## src/design/assert_macros.svh

```systemverilog
// Shared assertion forms; the enclosing module provides clk and arst_n.
`ifndef ASSERT_MACROS_SVH
`define ASSERT_MACROS_SVH

// Property checked on every clock edge outside reset.
`define ASSERT_CLK(lbl, prop, msg) \
	lbl: assert property (@(posedge clk) disable iff (!arst_n) (prop)) \
		else $error(msg);

// Condition in one cycle implies a condition in the next cycle.
`define ASSERT_NEXT(lbl, pre, post, msg) \
	lbl: assert property (@(posedge clk) disable iff (!arst_n) (pre) |=> (post)) \
		else $error(msg);

`endif

```

## src/design/licc_pkg.sv

```systemverilog
`default_nettype none
package licc_pkg;

	localparam int SIZE_BITS  = 11;
	localparam int QUO_BITS   = 10;
	localparam int IDX_BITS   = 30;
	localparam int PLANE_BITS = 21;
	localparam int NODE_BITS  = 31;
	localparam int REG_IDX_BITS = 2;
	localparam logic [SIZE_BITS-1:0] SIZE_MAX = 11'd1024;
	localparam logic [SIZE_BITS-1:0] SIZE_MIN = 11'd1;

	typedef enum logic {
		CMD_TO_INDEX = 1'b0,
		CMD_TO_COORD = 1'b1
	} cmd_t;

	typedef enum logic [REG_IDX_BITS-1:0] {
		REG_SIZE_X = 2'd0,
		REG_SIZE_Y = 2'd1,
		REG_SIZE_Z = 2'd2
	} reg_idx_t;

	// Lattice geometry as seen by the datapath
	typedef struct packed {
		logic [SIZE_BITS-1:0]  size_x;
		logic [SIZE_BITS-1:0]  size_y;
		logic [SIZE_BITS-1:0]  size_z;
		logic [PLANE_BITS-1:0] plane;
		logic [NODE_BITS-1:0]  node;
		logic                  busy;
	} geom_t;

	// Fields that ride along with the divider pipeline
	typedef struct packed {
		logic                cmd;
		logic                err;
		logic [IDX_BITS-1:0] idx;
	} side_t;

	// Sizes are held in 1..1024
	function automatic logic [SIZE_BITS-1:0] clamp_size(input logic [SIZE_BITS-1:0] v);
		logic [SIZE_BITS-1:0] r;
		r = v;
		if (v == '0) r = SIZE_MIN;
		else if (v > SIZE_MAX) r = SIZE_MAX;
		return r;
	endfunction

endpackage
`default_nettype wire

```

## src/design/licc_ifs.sv

```systemverilog
`default_nettype none
// Request channel
interface licc_in_if #(parameter int COORD_BITS = 10);
	logic                  valid;
	logic                  ready;
	logic                  cmd;
	logic [COORD_BITS-1:0] coord_x;
	logic [COORD_BITS-1:0] coord_y;
	logic [COORD_BITS-1:0] coord_z;
	logic [29:0]           node_index;

	modport source (output valid, cmd, coord_x, coord_y, coord_z, node_index, input ready);
	modport sink (input valid, cmd, coord_x, coord_y, coord_z, node_index, output ready);
endinterface

// Result channel
interface licc_out_if #(parameter int COORD_BITS = 10);
	logic                  valid;
	logic                  ready;
	logic [29:0]           out_index;
	logic [COORD_BITS-1:0] out_x;
	logic [COORD_BITS-1:0] out_y;
	logic [COORD_BITS-1:0] out_z;
	logic                  range_error;

	modport source (output valid, out_index, out_x, out_y, out_z, range_error, input ready);
	modport sink (input valid, out_index, out_x, out_y, out_z, range_error, output ready);
endinterface
`default_nettype wire

```

## src/design/licc_cfg.sv

```systemverilog
`default_nettype none
`include "assert_macros.svh"
module licc_cfg
	import licc_pkg::*;
(
	input  wire logic                    clk,
	input  wire logic                    arst_n,
	input  wire logic                    wr_en,
	input  wire logic [REG_IDX_BITS-1:0] wr_idx,
	input  wire logic [SIZE_BITS-1:0]    wr_data,
	output geom_t                        geom
);

	logic [SIZE_BITS-1:0]  size_x_q, size_y_q, size_z_q;
	logic [PLANE_BITS-1:0] plane_q;
	logic [NODE_BITS-1:0]  node_q;
	logic [1:0]            busy_q;
	logic                  hit;

	assign hit = wr_en && (wr_idx == REG_SIZE_X || wr_idx == REG_SIZE_Y || wr_idx == REG_SIZE_Z);

	// Size registers, clamped on write
	always_ff @(posedge clk or negedge arst_n) begin
		if (!arst_n) begin
			size_x_q <= SIZE_MIN;
			size_y_q <= SIZE_MIN;
			size_z_q <= SIZE_MIN;
		end else if (wr_en) begin
			case (wr_idx)
				REG_SIZE_X: size_x_q <= clamp_size(wr_data);
				REG_SIZE_Y: size_y_q <= clamp_size(wr_data);
				REG_SIZE_Z: size_z_q <= clamp_size(wr_data);
				default: ;
			endcase
		end
	end

	// Derived sizes: plane registered from the size registers, node count registered from plane
	always_ff @(posedge clk or negedge arst_n) begin
		if (!arst_n) begin
			plane_q <= PLANE_BITS'(1);
			node_q  <= NODE_BITS'(1);
			busy_q  <= '0;
		end else begin
			plane_q <= PLANE_BITS'(size_x_q * size_y_q);
			node_q  <= NODE_BITS'(plane_q * size_z_q);
			busy_q  <= hit ? 2'b11 : {1'b0, busy_q[1]};
		end
	end

	assign geom = '{size_x: size_x_q, size_y: size_y_q, size_z: size_z_q,
		plane: plane_q, node: node_q, busy: |busy_q};

	`ASSERT_NEXT(a_busy_after_write, hit, geom.busy, "no hold-off after size write")
	`ASSERT_CLK(a_plane_settled, !geom.busy |-> plane_q == PLANE_BITS'(size_x_q * size_y_q),
		"plane size stale while idle")

endmodule
`default_nettype wire

```

## src/design/licc_div.sv

```systemverilog
`default_nettype none
module licc_div #(
	parameter int NUM_W  = 30,
	parameter int DEN_W  = 21,
	parameter int Q_BITS = 10,
	parameter int SB_W   = 32
) (
	input  wire logic              clk,
	input  wire logic              arst_n,
	input  wire logic              en,
	input  wire logic              in_valid,
	input  wire logic [NUM_W-1:0]  in_num,
	input  wire logic [DEN_W-1:0]  den,
	input  wire logic [SB_W-1:0]   in_sb,
	output logic                   out_valid,
	output logic [Q_BITS-1:0]      out_q,
	output logic [NUM_W-1:0]       out_rem,
	output logic [SB_W-1:0]        out_sb
);

	localparam int CW = (NUM_W > DEN_W + Q_BITS - 1) ? NUM_W : DEN_W + Q_BITS - 1;

	logic              vld_s [Q_BITS];
	logic [NUM_W-1:0]  rem_s [Q_BITS];
	logic [Q_BITS-1:0] quo_s [Q_BITS];
	logic [SB_W-1:0]   sb_s  [Q_BITS];

	// One restoring step per stage, quotient MSB first
	for (genvar i = 0; i < Q_BITS; i++) begin : g_step
		logic              pv;
		logic [NUM_W-1:0]  prem;
		logic [Q_BITS-1:0] pq;
		logic [SB_W-1:0]   psb;
		logic [CW-1:0]     trial;
		logic              take;

		if (i == 0) begin : g_first
			assign pv   = in_valid;
			assign prem = in_num;
			assign pq   = '0;
			assign psb  = in_sb;
		end else begin : g_next
			assign pv   = vld_s[i-1];
			assign prem = rem_s[i-1];
			assign pq   = quo_s[i-1];
			assign psb  = sb_s[i-1];
		end

		assign trial = CW'(den) << (Q_BITS - 1 - i);
		assign take  = CW'(prem) >= trial;

		always_ff @(posedge clk or negedge arst_n) begin
			if (!arst_n) vld_s[i] <= 1'b0;
			else if (en) vld_s[i] <= pv;
		end

		always_ff @(posedge clk) begin
			if (en) begin
				rem_s[i] <= take ? NUM_W'(CW'(prem) - trial) : prem;
				quo_s[i] <= pq | (take ? (Q_BITS'(1) << (Q_BITS - 1 - i)) : '0);
				sb_s[i]  <= psb;
			end
		end
	end

	assign out_valid = vld_s[Q_BITS-1];
	assign out_q     = quo_s[Q_BITS-1];
	assign out_rem   = rem_s[Q_BITS-1];
	assign out_sb    = sb_s[Q_BITS-1];

endmodule
`default_nettype wire

```

## src/design/lattice_index_coord_convert.sv

```systemverilog
// Lattice index converter: coordinates <-> x-fastest node number.
// Request channel in_ch: cmd 0 converts (coord_x, coord_y, coord_z) to a node
// number, cmd 1 converts node_index back to coordinates. Result channel out_ch
// gives one result per request; out-of-lattice requests give range_error with
// all other fields zero. Sizes are written on wr_en/wr_idx/wr_data (0 = x,
// 1 = y, 2 = z) and clamped to 1..1024; the user must write them only while no
// request is in flight, which the block itself does not enforce. Throughput:
// one transfer per cycle while neither a stall nor a size update holds it.
// Pipeline: 24 register stages (capture, multiply, add, two 10-stage restoring
// dividers of one quotient bit per stage, output register). After a size write,
// in_ch.ready stays low while plane size and node count are recomputed through
// their multipliers. Reset sets all sizes to 1 and empties the pipeline. When
// out_ch.ready is low with a result held, the whole pipeline holds and
// in_ch.ready drops; nothing is lost or repeated.
`default_nettype none
`include "assert_macros.svh"
module lattice_index_coord_convert
	import licc_pkg::*;
#(
	parameter int COORD_BITS = 10
) (
	input  wire logic                    clk,
	input  wire logic                    arst_n,
	input  wire logic                    wr_en,
	input  wire logic [REG_IDX_BITS-1:0] wr_idx,
	input  wire logic [SIZE_BITS-1:0]    wr_data,
	licc_in_if.sink                      in_ch,
	licc_out_if.source                   out_ch
);

	localparam int CW = (COORD_BITS > SIZE_BITS) ? COORD_BITS : SIZE_BITS;
	localparam int PY_BITS = QUO_BITS + SIZE_BITS - 1;
	localparam int SB_W = $bits(side_t);
	localparam int SB2_W = SB_W + QUO_BITS;
	localparam int REM2_W = PLANE_BITS - 1;

	geom_t geom;
	logic  en;

	licc_cfg u_cfg (
		.clk, .arst_n, .wr_en, .wr_idx, .wr_data, .geom
	);

	logic out_valid_q;
	assign en = !out_valid_q || out_ch.ready;
	assign in_ch.ready = en && !geom.busy;

	// Bounds check on the incoming request
	logic [CW-1:0] cx, cy, cz;
	logic          in_err;
	assign cx = CW'(in_ch.coord_x);
	assign cy = CW'(in_ch.coord_y);
	assign cz = CW'(in_ch.coord_z);
	always_comb begin
		if (in_ch.cmd == CMD_TO_INDEX)
			in_err = (cx >= CW'(geom.size_x)) || (cy >= CW'(geom.size_y)) ||
				(cz >= CW'(geom.size_z));
		else
			in_err = {1'b0, in_ch.node_index} >= geom.node;
	end

	// Stage 1: capture
	logic                v_s1, cmd_s1, err_s1;
	logic [QUO_BITS-1:0] x_s1, y_s1, z_s1;
	logic [IDX_BITS-1:0] n_s1;
	always_ff @(posedge clk or negedge arst_n) begin
		if (!arst_n) v_s1 <= 1'b0;
		else if (en) v_s1 <= in_ch.valid && !geom.busy;
	end
	always_ff @(posedge clk) begin
		if (en) begin
			cmd_s1 <= in_ch.cmd;
			err_s1 <= in_err;
			x_s1   <= cx[QUO_BITS-1:0];
			y_s1   <= cy[QUO_BITS-1:0];
			z_s1   <= cz[QUO_BITS-1:0];
			n_s1   <= in_ch.node_index;
		end
	end

	// Stage 2: plane and row products
	logic                v_s2, cmd_s2, err_s2;
	logic [QUO_BITS-1:0] x_s2;
	logic [IDX_BITS-1:0] pz_s2, n_s2;
	logic [PY_BITS-1:0]  py_s2;
	always_ff @(posedge clk or negedge arst_n) begin
		if (!arst_n) v_s2 <= 1'b0;
		else if (en) v_s2 <= v_s1;
	end
	always_ff @(posedge clk) begin
		if (en) begin
			cmd_s2 <= cmd_s1;
			err_s2 <= err_s1;
			x_s2   <= x_s1;
			pz_s2  <= IDX_BITS'(z_s1 * geom.plane);
			py_s2  <= PY_BITS'(y_s1 * geom.size_x);
			n_s2   <= n_s1;
		end
	end

	// Stage 3: index sum
	logic                v_s3;
	side_t               sb_s3;
	logic [IDX_BITS-1:0] n_s3;
	always_ff @(posedge clk or negedge arst_n) begin
		if (!arst_n) v_s3 <= 1'b0;
		else if (en) v_s3 <= v_s2;
	end
	always_ff @(posedge clk) begin
		if (en) begin
			sb_s3.cmd <= cmd_s2;
			sb_s3.err <= err_s2;
			sb_s3.idx <= pz_s2 + IDX_BITS'(py_s2) + IDX_BITS'(x_s2);
			n_s3      <= n_s2;
		end
	end

	// z = n / plane, remainder on to the second divider
	logic                d1_valid;
	logic [QUO_BITS-1:0] d1_q;
	logic [IDX_BITS-1:0] d1_rem;
	logic [SB_W-1:0]     d1_sb;
	licc_div #(.NUM_W(IDX_BITS), .DEN_W(PLANE_BITS), .Q_BITS(QUO_BITS), .SB_W(SB_W)) u_div_z (
		.clk, .arst_n, .en,
		.in_valid(v_s3), .in_num(n_s3), .den(geom.plane), .in_sb(sb_s3),
		.out_valid(d1_valid), .out_q(d1_q), .out_rem(d1_rem), .out_sb(d1_sb)
	);

	// y = rem / size_x, x = rem % size_x
	logic                d2_valid;
	logic [QUO_BITS-1:0] d2_q;
	logic [REM2_W-1:0]   d2_rem;
	logic [SB2_W-1:0]    d2_sb;
	side_t               sb_f;
	logic [QUO_BITS-1:0] z_f;
	licc_div #(.NUM_W(REM2_W), .DEN_W(SIZE_BITS), .Q_BITS(QUO_BITS), .SB_W(SB2_W)) u_div_y (
		.clk, .arst_n, .en,
		.in_valid(d1_valid), .in_num(d1_rem[REM2_W-1:0]), .den(geom.size_x),
		.in_sb({d1_sb, d1_q}),
		.out_valid(d2_valid), .out_q(d2_q), .out_rem(d2_rem), .out_sb(d2_sb)
	);
	assign {sb_f, z_f} = d2_sb;

	// Output register
	logic                  err_q;
	logic [IDX_BITS-1:0]   idx_q;
	logic [COORD_BITS-1:0] ox_q, oy_q, oz_q;
	logic                  idx_ok, crd_ok;
	assign idx_ok = !sb_f.err && sb_f.cmd == CMD_TO_INDEX;
	assign crd_ok = !sb_f.err && sb_f.cmd == CMD_TO_COORD;
	always_ff @(posedge clk or negedge arst_n) begin
		if (!arst_n) out_valid_q <= 1'b0;
		else if (en) out_valid_q <= d2_valid;
	end
	always_ff @(posedge clk) begin
		if (en) begin
			err_q <= sb_f.err;
			idx_q <= idx_ok ? sb_f.idx : '0;
			ox_q  <= crd_ok ? COORD_BITS'(d2_rem[QUO_BITS-1:0]) : '0;
			oy_q  <= crd_ok ? COORD_BITS'(d2_q) : '0;
			oz_q  <= crd_ok ? COORD_BITS'(z_f) : '0;
		end
	end

	assign out_ch.valid       = out_valid_q;
	assign out_ch.out_index   = idx_q;
	assign out_ch.out_x       = ox_q;
	assign out_ch.out_y       = oy_q;
	assign out_ch.out_z       = oz_q;
	assign out_ch.range_error = err_q;

	`ASSERT_CLK(a_err_zero, out_ch.valid && out_ch.range_error |->
		out_ch.out_index == '0 && out_ch.out_x == '0 && out_ch.out_y == '0 &&
		out_ch.out_z == '0, "range error with nonzero result")
	`ASSERT_CLK(a_hold_when_busy, geom.busy |-> !in_ch.ready, "request taken during size update")
	`ASSERT_NEXT(a_stall_holds, out_ch.valid && !out_ch.ready, out_ch.valid,
		"result dropped under stall")

endmodule
`default_nettype wire

```

## src/flat_wrapper.sv

```systemverilog
// flat-port wrapper written by rule: the top's interface ports become plain ports
module lattice_index_coord_convert_flat import licc_pkg::*;
#(
	parameter int COORD_BITS = 10
)
  (clk, arst_n, wr_en, wr_idx, wr_data, in_ch_valid, in_ch_cmd, in_ch_coord_x, in_ch_coord_y, in_ch_coord_z, in_ch_node_index, in_ch_ready, out_ch_valid, out_ch_out_index, out_ch_out_x, out_ch_out_y, out_ch_out_z, out_ch_range_error, out_ch_ready);
  licc_in_if #(.COORD_BITS(COORD_BITS)) in_ch_i ();
  licc_out_if #(.COORD_BITS(COORD_BITS)) out_ch_i ();
  input  wire logic clk;
  input  wire logic arst_n;
  input  wire logic wr_en;
  input  wire logic [REG_IDX_BITS-1:0] wr_idx;
  input  wire logic [SIZE_BITS-1:0] wr_data;
  input wire logic [$bits(in_ch_i.valid)-1:0] in_ch_valid;
  input wire logic [$bits(in_ch_i.cmd)-1:0] in_ch_cmd;
  input wire logic [$bits(in_ch_i.coord_x)-1:0] in_ch_coord_x;
  input wire logic [$bits(in_ch_i.coord_y)-1:0] in_ch_coord_y;
  input wire logic [$bits(in_ch_i.coord_z)-1:0] in_ch_coord_z;
  input wire logic [$bits(in_ch_i.node_index)-1:0] in_ch_node_index;
  output wire logic [$bits(in_ch_i.ready)-1:0] in_ch_ready;
  output wire logic [$bits(out_ch_i.valid)-1:0] out_ch_valid;
  output wire logic [$bits(out_ch_i.out_index)-1:0] out_ch_out_index;
  output wire logic [$bits(out_ch_i.out_x)-1:0] out_ch_out_x;
  output wire logic [$bits(out_ch_i.out_y)-1:0] out_ch_out_y;
  output wire logic [$bits(out_ch_i.out_z)-1:0] out_ch_out_z;
  output wire logic [$bits(out_ch_i.range_error)-1:0] out_ch_range_error;
  input wire logic [$bits(out_ch_i.ready)-1:0] out_ch_ready;
  assign in_ch_i.valid = in_ch_valid;
  assign in_ch_i.cmd = in_ch_cmd;
  assign in_ch_i.coord_x = in_ch_coord_x;
  assign in_ch_i.coord_y = in_ch_coord_y;
  assign in_ch_i.coord_z = in_ch_coord_z;
  assign in_ch_i.node_index = in_ch_node_index;
  assign in_ch_ready = in_ch_i.ready;
  assign out_ch_valid = out_ch_i.valid;
  assign out_ch_out_index = out_ch_i.out_index;
  assign out_ch_out_x = out_ch_i.out_x;
  assign out_ch_out_y = out_ch_i.out_y;
  assign out_ch_out_z = out_ch_i.out_z;
  assign out_ch_range_error = out_ch_i.range_error;
  assign out_ch_i.ready = out_ch_ready;
  lattice_index_coord_convert #(.COORD_BITS(COORD_BITS)) u_core (.clk(clk), .arst_n(arst_n), .wr_en(wr_en), .wr_idx(wr_idx), .wr_data(wr_data), .in_ch(in_ch_i), .out_ch(out_ch_i));
endmodule
```

## config.mk

```make
export PLATFORM = sky130hd
export DESIGN_NAME = lattice_index_coord_convert_flat
export DESIGN_NICKNAME = d
export VERILOG_FILES = /design/src/design/licc_pkg.sv /design/src/design/licc_ifs.sv /design/src/design/licc_cfg.sv /design/src/design/licc_div.sv /design/src/design/lattice_index_coord_convert.sv /design/src/flat_wrapper.sv
export VERILOG_INCLUDE_DIRS = /design/src /design/src/design
export SDC_FILE = /design/constraint.sdc
export NUM_CORES = 2
export LEC_CHECK = 0
export ABC_AREA = 1
export BUFFER_PORTS_ARGS = -buffer_cell sky130_fd_sc_hd__buf_2
export CORE_AREA = 10 10 416 418
export DETAILED_ROUTE_END_ITERATION = 8
export DIE_AREA = 0 0 426 428
export PLACE_DENSITY = 0.8
export REMOVE_ABC_BUFFERS = 1
export SYNTH_ARGS = -nofsm -noshare
export SYNTH_HDL_FRONTEND = slang
export SYNTH_SLANG_ARGS = --single-unit
```

## constraint.sdc

```tcl
create_clock -name clk -period 66.1 [get_ports clk]
set_clock_uncertainty 0.2 [all_clocks]
set_input_delay 19.83 -clock clk [delete_from_list [all_inputs] [get_ports clk]]
set_output_delay 19.83 -clock clk [all_outputs]
set_load 0.02 [all_outputs]
```

### Word-level counts from Yosys, hierarchy flattened

Memories as Yosys holds them, arrays and structs flattened. A register that Yosys moved wholly into a read port is not among the register bits.
Index checks and enable logic that the tools add are counted.

* output and inout bits: 63
* ROM bits: 0
* latch bits: 0
* bits in registers: 368
* word-level logic and storage cells: 194
* RAM bits: 1440
* input bits: 79
* memories kept: 6

Memory list
* u_core.u_div_y.sb_s: depth 10, width 42, read ports 10, clocked after memory_dff 0, write ports 10, RTL line licc_div.sv:26 `logic [SB_W-1:0] sb_s [Q_BITS];`
* u_core.u_div_z.sb_s: depth 10, width 32, read ports 10, clocked after memory_dff 0, write ports 10, RTL line licc_div.sv:26
* u_core.u_div_z.rem_s: depth 10, width 30, read ports 10, clocked after memory_dff 0, write ports 10, RTL line licc_div.sv:24 `logic [NUM_W-1:0] rem_s [Q_BITS];`
* u_core.u_div_y.rem_s: depth 10, width 20, read ports 10, clocked after memory_dff 1, write ports 10, RTL line licc_div.sv:24
* u_core.u_div_y.quo_s: depth 10, width 10, read ports 10, clocked after memory_dff 1, write ports 10, RTL line licc_div.sv:25 `logic [Q_BITS-1:0] quo_s [Q_BITS];`
* u_core.u_div_z.quo_s: depth 10, width 10, read ports 10, clocked after memory_dff 0, write ports 10, RTL line licc_div.sv:25

* reduce and logical (&&, ||, !) cells: 21
* multipliers: 4
* eq/ne operators: 2
* add/sub/neg operators: 22
* div/mod/pow operators: 0
* $lt $le $gt $ge: 25
* shift-type cells: 0
* muxes and demuxes: 46
* bitwise logic cells: 19

Operators by type and width (count)
* two-way mux 30 bit: 10
* two-way mux 20 bit: 10
* greater-or-equal comparator 10 x 11 -> 1 bit: 3
* greater-or-equal comparator 30 x 31 -> 1 bit: 1
* multiplier 21 x 11 -> 31 bit: 1
* adder 30 x 10 -> 30 bit: 1
* adder 30 x 20 -> 30 bit: 1
* greater-or-equal comparator 30 x 21 -> 1 bit: 1
* greater-or-equal comparator 30 x 22 -> 1 bit: 1
* greater-or-equal comparator 30 x 23 -> 1 bit: 1
* greater-or-equal comparator 30 x 24 -> 1 bit: 1
* greater-or-equal comparator 30 x 25 -> 1 bit: 1
* greater-or-equal comparator 30 x 26 -> 1 bit: 1
* greater-or-equal comparator 30 x 27 -> 1 bit: 1
* greater-or-equal comparator 30 x 28 -> 1 bit: 1
* greater-or-equal comparator 30 x 29 -> 1 bit: 1
* greater-or-equal comparator 30 bit: 1
* multiplier 10 x 21 -> 30 bit: 1
* subtractor 30 x 21 -> 30 bit: 1
* subtractor 30 x 22 -> 30 bit: 1
* subtractor 30 x 23 -> 30 bit: 1
* subtractor 30 x 24 -> 30 bit: 1
* subtractor 30 x 25 -> 30 bit: 1
* subtractor 30 x 26 -> 30 bit: 1
* 57 further kinds: 95

### Logic depth before layout (Yosys ltp)

* word-level depth: 5
* gate-level depth with buffers: 24
* gate-level depth less buffers: 23

### Cells and area by module

Synthesis repeated with hierarchy kept, for this count alone.

* cell total of the unflattened synthesis: 12158
* area, all modules: 109521.3 µm²

By module, submodules not included
* licc_div (u_core.u_div_z): instances 1, area each 40905.5 µm², seq. area each 20519.7 µm², cells an instance 5010
* licc_div (u_core.u_div_y): instances 1, area each 30095.1 µm², seq. area each 20519.7 µm², cells an instance 2539
* lattice_index_coord_convert: instances 1, area each 23575.1 µm², seq. area each 8418.1 µm², cells an instance 2634
* licc_cfg: instances 1, area each 14945.6 µm², seq. area each 2183.3 µm², cells an instance 1975

### Worst setup path after synthesis

Ideal clock, no wire load.

* path type: input port to flip-flop
* from: input out_ch_ready
* to: register u_core.cmd_s1 (enable)
* path buffers: 1
* stages: 3
* required time: 63.306 ns
* path slack: 0.072 ns
* data arrival time: 63.234 ns
* setup time: 2.594 ns
* path through: nor2_1 inv_1 buf_1

* cells in the longest elaborated chain, start to end: 1

Ends and longest elaborated chain
* start: declaration: RTL line flat_wrapper.sv:27 `input wire logic [$bits(out_ch_i.ready)-1:0] out_ch_ready;`
* logical OR 1 bit: RTL line lattice_index_coord_convert.sv:45 `assign en = !out_valid_q || out_ch.ready;`
* via u_core.en: RTL line lattice_index_coord_convert.sv:38 `logic en;`
* end signal: assignment: RTL line lattice_index_coord_convert.sv:72 `cmd_s1 <= in_ch.cmd;`
* end: declaration: RTL line lattice_index_coord_convert.sv:63 `logic v_s1, cmd_s1, err_s1;`

The timed path passes the listed nets, and every way through them passes these cells.
A chain may end at the register's enable or synchronous reset.

### Worst setup path in the final report

* from: input out_ch_ready
* to: output in_ch_ready

* cells in the longest elaborated chain, start to end: 2

Ends and longest elaborated chain
* logical OR 1 bit: RTL line lattice_index_coord_convert.sv:45
* logical AND 1 bit: RTL line lattice_index_coord_convert.sv:46 `assign in_ch.ready = en && !geom.busy;`
* end: declaration: RTL line flat_wrapper.sv:20 `output wire logic [$bits(in_ch_i.ready)-1:0] in_ch_ready;`

No other way between the ends.

==> results.md <==
* Starting Density at around 65%
* First drt pass iteration count at 9
* # Post-CTS Setup Buffers at 0
* Final setup fails at 0
* WL final at approximately 280 mm
* Failing checks: design-rule violations
* Met1 Track Usage GR at between 30% and 40%
* Vias in the first global route at roughly 79k
* Max-Cap Viols at 0
* Final Max Tran Viols at 0
* Path category of the worst min-delay check: reg2reg
* First-pass GRT wire length at approximately 430 mm
* Detail Route Antenna Nets at 0
* Final Hold Violating Endpoints at 0
* Worst-path clk slew at 0.07 ns
* Post-cts gate resize count at 0
* Routed vias at just under 80k
* TritonCTS clock tree: done
* Asr flop ratio synth at ~6.5%
* Area delta synth->final at 8.57%
* CP startpoint kind: input port
* Die Height at roughly 430 um
* Detailed placer's ending HPWL at around 200 mm
* GRT Resource Usage Total at 30.1%
* Worst Path Max Fanout at 24
* Antenna violations before repair at 10
* Fill count at 12.2k
* Global placement routability congestion at 0.989
* Die Wd at between 400 and 500 um
* Post-synthesis area per instance at between 9 and 10 sq um
* WS Path Type: in2out
* Worst slack at placement at 25.48 ns
* Main flop type after synthesis: edfxtp_1
* Largest net degree at the start of global routing at 200
* Worst Tran Pin Value at 1.31 ns
* Ratio of cells with drive above 1 in the final layout at 4.66%
* Met2 GRT Util at around half
* Commonest cells in the netlist: nand2_1, inv_1, edfxtp_1, nor2_1, ha_1
* Yosys warnings at 0
* # hold bufs at CTS at 0
* I/O pin count at ~140
* Number of remaining DRC errors at 6
* Seq/Total Area, Yosys at around 48%
* Fmax at 24.6 MHz
* Worst path required time at ~46 ns
* Synthesized cell area at between 100000 and 150000 sq um
* Root Buffer: clkbuf_16
* PortBufs at about 140
* Max-slew headroom at between 10% and 20%
* Synthesis-stage register bit count at 1718
* Wire per inst at 19.7 um
* Die ar. at roughly 180000 sq um
* Cell taking the most area after synthesis: edfxtp_1
* Busiest grt layer: met2
* Met3 Use GR at a little over 6%
* Status: complete, but fails checks
* Most area-consuming cells after synthesis: edfxtp_1, nand2_1, fa_1
* RSZ-0062 raised after global routing: no
* Final cycle utilization of the critical path at 61.5%
* Setup_tns at 0 ns
* Clock buffer depth at 3
* Starting DRC count in detailed routing at 7893
* Final nets at roughly 13k
* Num rows at roughly 150
* Num Clock Sinks at 1718
* Worst path arrival time at slightly above 20 ns
* Period minus WS final at between 40 and 50 ns
* Via density per instance at 5.62
* Setup crit end kind: output pin
* Area of the core at 164000 sq um
* Mapped Cells at between 10k and 15k
* PnR worst setup slack at approximately 25 ns
* H-Tree Depth at 4
* CTS buffer count at roughly 170
* Synth top area share at 45.5%
* EDFF count, synth at ~1.6k
* GRT overflow at 0
* Clk_lat worst skew at 0.86 ns
* Ant diodes at 0
* Synth unique cells at 49
* Most common cell in the netlist: nand2_1
metal layers:
metal	share of wire, %	up-vias
li1	-	37095
met1	39	37294
met2	47	3567
met3	8.6	875
met4	5.0	12
met5	0.030	-
metrics by stage:
stage	hold slack, ns	area (sq um)	util (%)	instances
2_1_floorplan	0.200	105000	-	11316
3_3_place_gp	0.200	109000	66.5	13718
3_5_place_dp	0.205	109000	66.5	13718
4_1_cts	0.152	115000	70.1	14040
5_1_grt	0.161	115000	70.1	14040
6_report	0.154	115000	70.1	14040
flip-flops by register name (all words and copies together) (netlist names), 11 cells and up:
register	flops
u_core.u_div_y.sb_s	420
u_core.u_div_z.sb_s	320
u_core.u_div_z.rem_s	290
u_core.u_div_y.rem_s	190
u_core.u_div_y.quo_s	55
u_core.u_div_z.quo_s	55
u_core.sb_s3	32
u_core.u_cfg.node_q	31
u_core.n_s1	30
u_core.n_s2	30
u_core.n_s3	30
u_core.out_ch.out_index	30
u_core.pz_s2	30
u_core.u_cfg.plane_q	21
u_core.py_s2	20
u_core.u_cfg.size_x_q	11
u_core.u_cfg.size_y_q	11
u_core.u_cfg.size_z_q	11
layout make-up:
cell class	count	area [sq um]	area share (%)
Clock buffer	199	4430	3.84
Clock inverter	123	1570	1.36
Inverter	2106	7920	6.87
Multi-Input combinational cell	7492	46300	40.2
Sequential cell	1718	51000	44.3
Tap cell	2189	2740	2.38
Timing Repair Buffer	213	1290	1.12
cell usage in the layout, fill, tap and decap left out, types with 93 or more instances in the layout:
| master | n |
|---|---|
| inv_1 | 2094 |
| ha_1 | 650 |
| edfxtp_1 | 1607 |
| nand3_1 | 491 |
| dfrtp_1 | 104 |
| nand2_1 | 3654 |
| a21oi_1 | 385 |
| buf_2 | 140 |
| xnor2_1 | 93 |
| clkbuf_16 | 173 |
| xor2_1 | 202 |
| o21ai_0 | 241 |
| nor2_1 | 748 |
| nand4_1 | 144 |
| fa_1 | 497 |
critical path, stage by stage:
cell and delay, ns:
buf_2 0.10, nor2_2 0.10, buf_4 0.29, nor3_1 0.10, buf_2 0.17
cells by family after synthesis:
| family | count (synthesis) | share of synthesized area [%] |
|---|---|---|
| xor+xnor | 295 | 2.43 |
| compound gates | 776 | 3.97 |
| buf+inv | 2313 | 8.33 |
| fa+ha+maj | 1147 | 17.0 |
| simple gates | 5274 | 20.2 |
| flops | 1718 | 48.1 |
path summary, 6_finish.rpt:
check | from | to | slack, ns | cells past startpoint
setup / recovery | out_ch_ready | in_ch_ready | 25.46 | 5
hold / removal | u_core.u_div_z.sb_s[0][14]$_DFFE_PP_ | u_core.u_div_z.sb_s[1][14]$_DFFE_PP_ | 0.15 | 0
setup reg to reg | u_core.u_cfg.size_z_q[2]$_DFFE_PN0P_ | u_core.u_cfg.node_q[20]$_DFF_PN0_ | 60.06 | 15
hold reg to reg | u_core.u_div_z.sb_s[0][14]$_DFFE_PP_ | u_core.u_div_z.sb_s[1][14]$_DFFE_PP_ | 0.15 | 0
max in group asynchronous | arst_n | u_core.u_cfg.size_x_q[1]$_DFFE_PN0P_ | 45.52 | 2
min in group asynchronous | arst_n | u_core.u_div_z.g_step[1].pv$_DFFE_PN0P_ | 18.75 | 1
Power is not shown: default switching activity piles up to over one toggle a cycle in this logic, so the estimate is an artifact.
